## config.mk

```make
export PLATFORM = sky130hd
export DESIGN_NAME = amt_div
export DESIGN_NICKNAME = d
export VERILOG_FILES = /design/src/rtl/amt_pkg.sv /design/src/rtl/amt_div.sv
export SDC_FILE = /design/constraint.sdc
export NUM_CORES = 1
export LEC_CHECK = 0
export BUFFER_PORTS_ARGS = -buffer_cell sky130_fd_sc_hd__buf_2
export CORE_ASPECT_RATIO = 0.75
export CORE_MARGIN = 1
export CORE_UTILIZATION = 59
export DETAILED_ROUTE_END_ITERATION = 7
export HOLD_SLACK_MARGIN = 0.05
export PLACE_DENSITY = 0.84
export SYNTH_ARGS = -nofsm -noshare
export SYNTH_HDL_FRONTEND = slang
export SYNTH_SLANG_ARGS = --single-unit
```

## constraint.sdc

```tcl
create_clock -name clk -period 2.7 [get_ports clk]
set_input_delay 0.135 -clock clk [delete_from_list [all_inputs] [get_ports clk]]
set_output_delay 0.135 -clock clk [all_outputs]
set_load 0.01 [all_outputs]
```

## src/rtl/amt_pkg.sv

```systemverilog
// Shared types, constants and register codes for the adaptive mean threshold block.
// No dependencies; amt_div and adaptive_mean_threshold import this package.
package amt_pkg;

  // Geometry limits and the size of the circular line store.
  localparam int MAX_WIDTH   = 1024;
  localparam int MAX_RADIUS  = 7;
  localparam int STORE_DEPTH = 2 * MAX_RADIUS * MAX_WIDTH + 2 * MAX_RADIUS + 1;
  localparam int ADDR_W      = $clog2(STORE_DEPTH);

  // Field and counter widths.
  localparam int PIX_W     = 8;
  localparam int DIM_W     = 11;
  localparam int RAD_W     = 3;
  localparam int GAIN_W    = 8;
  localparam int SUM_W     = 16;
  localparam int AREA_W    = 8;
  localparam int PIXCNT_W  = 21;
  localparam int CNT_W     = 22;
  localparam int LAG_W     = 13;
  localparam int POS_W     = 13;
  localparam int STEP_W    = ADDR_W + 2;
  localparam int LOOP_W    = 4;

  // Register map, indexed by paddr[3:2].
  typedef logic [1:0] reg_idx_t;
  localparam reg_idx_t REG_RADIUS = 2'd0;
  localparam reg_idx_t REG_GAIN   = 2'd1;
  localparam reg_idx_t REG_WIDTH  = 2'd2;
  localparam reg_idx_t REG_HEIGHT = 2'd3;

  // Register reset values and the geometry derived from them.
  localparam logic [RAD_W-1:0]    RST_RADIUS = 3'd2;
  localparam logic [GAIN_W-1:0]   RST_GAIN   = 8'd24;
  localparam logic [DIM_W-1:0]    RST_WIDTH  = 11'd640;
  localparam logic [DIM_W-1:0]    RST_HEIGHT = 11'd480;
  localparam logic [PIXCNT_W-1:0] RST_PIXELS = 21'd307200;
  localparam logic [LAG_W-1:0]    RST_LAG    = 13'd1282;
  localparam logic [CNT_W-1:0]    RST_TOTAL  = 22'd308482;
  localparam logic [AREA_W-1:0]   RST_AREA   = 8'd25;

  localparam logic [PIX_W-1:0] FG_VALUE = 8'd255;
  localparam logic [PIX_W-1:0] BG_VALUE = 8'd0;

  typedef enum logic [3:0] {
    ST_IDLE,
    ST_LATCH,
    ST_GEOM,
    ST_PREP,
    ST_READ,
    ST_TAIL,
    ST_DSTART,
    ST_DIV,
    ST_CMP,
    ST_OUT
  } amt_state_t;

  // Divider request and response.
  typedef struct packed {
    logic              start;
    logic [SUM_W-1:0]  dividend;
    logic [AREA_W-1:0] divisor;
  } div_req_t;

  typedef struct packed {
    logic             done;
    logic [PIX_W-1:0] quotient;
  } div_rsp_t;

endpackage

```

## src/rtl/amt_div.sv

```systemverilog
// Radix-2 restoring divider: window sum over box area, one quotient bit per cycle.
// Depends on amt_pkg.
module amt_div (
  input  logic             clk,
  input  logic             rst_n,
  input  amt_pkg::div_req_t req,
  output amt_pkg::div_rsp_t rsp
);
  import amt_pkg::*;

  logic                  busy_r, busy_nxt;
  logic                  done_r, done_nxt;
  logic [LOOP_W-1:0]     cnt_r, cnt_nxt;
  logic [AREA_W:0]       rem_r, rem_nxt;
  logic [SUM_W-1:0]      quo_r, quo_nxt;
  logic [AREA_W-1:0]     div_r, div_nxt;
  logic [AREA_W:0]       trial;

  // One shift and trial subtraction per cycle.
  always_comb begin
    busy_nxt = busy_r;
    done_nxt = 1'b0;
    cnt_nxt  = cnt_r;
    rem_nxt  = rem_r;
    quo_nxt  = quo_r;
    div_nxt  = div_r;
    trial    = {rem_r[AREA_W-1:0], quo_r[SUM_W-1]};
    if (req.start) begin
      busy_nxt = 1'b1;
      cnt_nxt  = '0;
      rem_nxt  = '0;
      quo_nxt  = req.dividend;
      div_nxt  = req.divisor;
    end else if (busy_r) begin
      if (trial >= {1'b0, div_r}) begin
        rem_nxt = trial - {1'b0, div_r};
        quo_nxt = {quo_r[SUM_W-2:0], 1'b1};
      end else begin
        rem_nxt = trial;
        quo_nxt = {quo_r[SUM_W-2:0], 1'b0};
      end
      cnt_nxt = cnt_r + 1'b1;
      if (cnt_r == LOOP_W'(SUM_W - 1)) begin
        busy_nxt = 1'b0;
        done_nxt = 1'b1;
      end
    end
  end

  // Control state is reset; the datapath is not.
  always_ff @(posedge clk) begin
    if (!rst_n) begin
      busy_r <= 1'b0;
      done_r <= 1'b0;
    end else begin
      busy_r <= busy_nxt;
      done_r <= done_nxt;
    end
    cnt_r <= cnt_nxt;
    rem_r <= rem_nxt;
    quo_r <= quo_nxt;
    div_r <= div_nxt;
  end

  assign rsp.done     = done_r;
  assign rsp.quotient = quo_r[PIX_W-1:0];

endmodule

```

# ---- After elaboration in Yosys (flattened, before gate mapping)
# Index checks and enable logic that the tools add are counted.
dict set report word_totals {
  reg_bits 38
  latch_bits 0
  mem_bits_rw 0
  romBits 0
  inputBits 27
  output_inout_bits 9
  wordCells 22
  mem_count 0
}
dict set report classes {
  add_sub_neg 2
  n_mul 0
  div_mod_pow 0
  order_cmp 1
  eq_ne 1
  shift 0
  muxes 8
  bitwise_logic 2
  n_reduce_logical 2
}
# cell count
set ops {}
lappend ops {{$mux W16} 2}
lappend ops {{$ge A9 B8 Y1} 1}
lappend ops {{$mux W8} 1}
lappend ops {{$sub A8 B8 Y8} 1}
lappend ops {{$mux W1} 5}
lappend ops {{$add A4 B1 Y4 const B} 1}
lappend ops {{$eq A4 B4 Y1 const B} 1}
lappend ops {{$reduce_or A3 Y1} 1}
lappend ops {{$not A1 Y1} 2}
lappend ops {{$reduce_bool A2 Y1} 1}

# ---- Depth between registers and ports, before layout
dict set report logic_depth {
  word_depth 4
  mapped_depth 8
  mapped_depth_nobuf 8
}

# ---- Worst setup path after synthesis
# Ideal clock, no wire load.
dict set report synth_path {
  path_kind {reg-to-reg}
  start {register quo_r[15]}
  end {register rem_r[6]}
  arrival_time_ns 1.751
  required_ns 2.612
  path_slack_ns 0.861
  stages_incl_launch_ff 9
  path_buffers 0
  path_cell_list {edfxtp_1 > inv_1 > ha_1 > fa_1 > nor2b_1 > o2111a_1 > a311oi_1 > a21o_1 > a311oi_2}
}
dict set report synth_between {
  elab_chain_len 2
  elab_cells_between_ends 3
}
# element line
set synth_rtl {}
lappend synth_rtl {{start, declared} amt_div.sv:15} ;# logic [SUM_W-1:0] quo_r, quo_nxt;
lappend synth_rtl {{start signal, assigned} amt_div.sv:61} ;# quo_r <= quo_nxt;
lappend synth_rtl {{$sub A8 B8 Y8 / $ge A9 B8 Y1 (equally long branches)} {amt_div.sv:36, amt_div.sv:35}}
lappend synth_rtl {{$mux W8 (*)} amt_div.sv:35} ;# if (trial >= {1'b0, div_r}) begin
lappend synth_rtl {{end signal, assigned} amt_div.sv:60} ;# rem_r <= rem_nxt;
lappend synth_rtl {{end, declared} amt_div.sv:14} ;# logic [AREA_W:0] rem_r, rem_nxt;
# Mark *: on every way between the ends. The rest lies on a longest branch, timed or not.
# A chain may end at the register's enable or synchronous reset.

# ---- Worst setup path after layout
dict set report layout_path {
  start {register rem_r[3]}
  end {register quo_r[0], data pin}
}
dict set report layout_between {
  elab_chain_len 4
}
# element line
set layout_rtl {}
lappend layout_rtl {{$ge A9 B8 Y1} amt_div.sv:35}
lappend layout_rtl {{$mux W1} amt_div.sv:35}
lappend layout_rtl {{$mux W16} amt_div.sv:34} ;# end else if (busy_r) begin
lappend layout_rtl {{$mux W16} amt_div.sv:28} ;# if (req.start) begin
lappend layout_rtl {{net quo_nxt[0]} amt_div.sv:15}
# The timed path passes the listed nets, and every way through them passes these cells. The select of a mux whose other input is x is not followed.

==> flow_metrics.env <==
export IMPL_mostFrequentLayoutCells="35 x buf_2, 24 x edfxtp_1, 16 x nor2_1, 15 x inv_1, 15 x mux2_2"
export IMPL_max_cap_violations=0
export IMPL_htree_num_levels=2
export IMPL_worst_slew_pin_slew_ns=0.8101
export IMPL_ys_flop_type="edfxtp_1"
export IMPL_top_usage_layer="met2"
export IMPL_crit_path_end="quo_r[0]$_DFFE_PP_"
export IMPL_insertion_delay_ns=0.29
export IMPL_status="complete, no violations"
export IMPL_hold_path_class="in2reg"
export IMPL_wl_per_cell_um=15.75
export IMPL_port_buffers=35
export IMPL_drive_gt1_share_pct=29.55
export IMPL_synth_cells=182
export IMPL_crit_fanout=6
export IMPL_synth_cell_type_count=44
export IMPL_dr_pass1_iters=4
export IMPL_rr_startpoint="rem_r[3]$_SDFFE_PP0P_"
export IMPL_final_common_cell="buf_2"
export IMPL_reg2reg_setup_slack_ns=0.42
export IMPL_grtUsageMet3_pct=5.962
export IMPL_synth_edf_count=24
export IMPL_synthArstFlopShare_pct=0
export IMPL_worst_setup_path_type="reg2reg"
export IMPL_post_route_min_period_ns=2.278
export IMPL_die_h_um=52.83
export IMPL_cts_num_sinks=38
export IMPL_gp_congestion=0.9220
export IMPL_place_area_sq_um=2178
export IMPL_max_freq_ghz=0.4391
export IMPL_grt_usage_pct=23.03
export IMPL_period_share_pct=84.35
export IMPL_syn2layout_area_growth_pct=15.64
export IMPL_grt_overflow=0
export IMPL_reg2reg_to="quo_r[0]$_DFFE_PP_"
export IMPL_tns_ns=0
export IMPL_final_net_count=256
export IMPL_avgSynthCellArea_sq_um=11.16
export IMPL_top_level_ports=36
export IMPL_synth_ff_latch_count=38
export IMPL_cp_start_kind="flip-flop"
export IMPL_met2_usage_pct=40.22
export IMPL_finClkSkew_ns=0.006156
export IMPL_end_kind="flip-flop"
export IMPL_start_util_pct=61.80
export IMPL_antenna_found_initial=0
export IMPL_rows=18
export IMPL_grt_pass1_vias=1369
export IMPL_rsz0062_at_grt="false"
export IMPL_power_mw=1.407
export IMPL_clkTransAtPathRegs_ns=0.08
export IMPL_n_antenna_cell=0
export IMPL_drt_initial_drc_count=142
export IMPL_powerDensity_nw_per_um2=598.9
export IMPL_required_ns=2.71
export IMPL_p_leak_nw=0.9680
export IMPL_dieArea_sq_um=3685
export IMPL_slew_headroom_pct=46.00
export IMPL_maxSlewViolCount=0
export IMPL_cts_root_buffer="clkbuf_8"
export IMPL_dp_hpwl_um=2876
export IMPL_cts_resized=0
export IMPL_cts_tree="yes"
export IMPL_post_route_cell_area_sq_um=2350
export IMPL_grt_util_met1_pct=27.68
export IMPL_n_fill_cell=250
export IMPL_syn_num_nets=219
export IMPL_wl_um=4094
export IMPL_routed_via_density=5.788
export IMPL_core_sq_um=3288
export IMPL_numCtsBuffers=5
export IMPL_finalSetupViolCount=0
export IMPL_drc_errors=0
export IMPL_hold_violations=0
export IMPL_peakVddDrop_uv=409.2
export IMPL_die_w_um=69.77
export IMPL_vias=1505
export IMPL_clock_path_buffers=2
export IMPL_synth_area_sq_um=2032
export IMPL_grt_pass1_wl_um=6279
export IMPL_grt_max_degree=43
export IMPL_setup_worst_path_start="rem_r[3]$_SDFFE_PP0P_"
export IMPL_seq_area_frac_synth_pct=49.26
export IMPL_antenna_left=0
export IMPL_synth_warnings=0
export IMPL_critPathArrivalTime_ns=2.29
export IMPL_rr_worst_depth=6
-- critical path, stage by stage (launching register included) --
cell and delay [ns]:
dfxtp_1 0.34, ha_1 0.36, a21oi_1 0.33, o21ai_0 0.18, and2_1 0.25, nor2_1 0.40, mux2i_1 0.13
-- how the worst min path moves through the flow --
stage	from	to	slack (ns)	cells after the start
after CTS	rst_n	done_r$_SDFF_PP0_	0.05	3
after floorplan	req[0]	div_r[0]$_DFFE_PP_	0.23	0
final	rst_n	done_r$_SDFF_PP0_	0.06	3
after detailed placement	req[3]	div_r[3]$_DFFE_PP_	0.31	1
after global placement	req[6]	div_r[6]$_DFFE_PP_	0.31	1
after global routing	rst_n	done_r$_SDFF_PP0_	0.08	3
-- where the power goes --
group          internal [mW]  switching [mW]  leakage, nW
clock network          0.206           0.197       0.0482
logic                  0.138           0.162        0.566
registers              0.677          0.0270        0.354
total                   1.02           0.386        0.968
-- synthesized netlist by cell type (5+ instances only) --
library cell | count | share of area (%)
o21ai_0 | 5 | 1.2
mux2_2 | 15 | 8.3
inv_1 | 15 | 2.8
nand2_1 | 9 | 1.7
edfxtp_1 | 24 | 35
nor2_1 | 16 | 3.0
ha_1 | 9 | 5.5
dfxtp_1 | 14 | 14
xnor2_1 | 5 | 2.2
buf_4 | 9 | 3.3
-- logic make-up after synthesis --
logic type,synth area share [%]
fa+ha+maj,6.527
compound gates,12.38
flops,49.26
buf+inv,7.019
mux,9.298
simple gates,12.07
xor+xnor,3.448
-- sequential cells by signal (all words and copies together) (netlist names) --
| name | cells |
|---|---|
| busy_r | 1 |
| rem_r | 8 |
| div_r | 8 |
| quo_r | 16 |
| done_r | 1 |
| cnt_r | 4 |
-- metrics by stage --
stage          instances  utilization [%]  setup WS [ns]  hold slack (ns)
2_1_floorplan        182                -         0.8610           0.2339
3_3_place_gp         244            66.25         0.6020           0.3108
3_5_place_dp         244            66.25         0.5879           0.3133
4_1_cts              260            71.46         0.5490          0.05425
5_1_grt              260            71.46         0.2585          0.07556
6_report             260            71.46         0.4224          0.06107
-- area by class of cell --
type / count / area (sq um) / share of cell area (%)
Sequential cell: 38 / 1001 / 42.60
Timing Repair Buffer: 44 / 262.8 / 11.18
Clock buffer: 7 / 86.33 / 3.674
Multi-Input combinational cell: 115 / 888.4 / 37.81
Tap cell: 40 / 50.05 / 2.130
Clock inverter: 1 / 5.005 / 0.2130
Inverter: 15 / 56.30 / 2.396
-- layer usage --
layer / wire length (um) / part of all wire, % / vias to the layer above
li1: - / - / 724
met1: 1690 / 41 / 719
met2: 2108 / 51 / 54
met3: 229 / 5.6 / 8
met4: 65 / 1.6 / 0
met5: 0 / 0 / -
-- what timing repair did --
item,CTS,global route
setup buffers,0,0
hold endpoints to repair,8,0
hold buffers,8,0
Power figures use the tool's default switching activity.
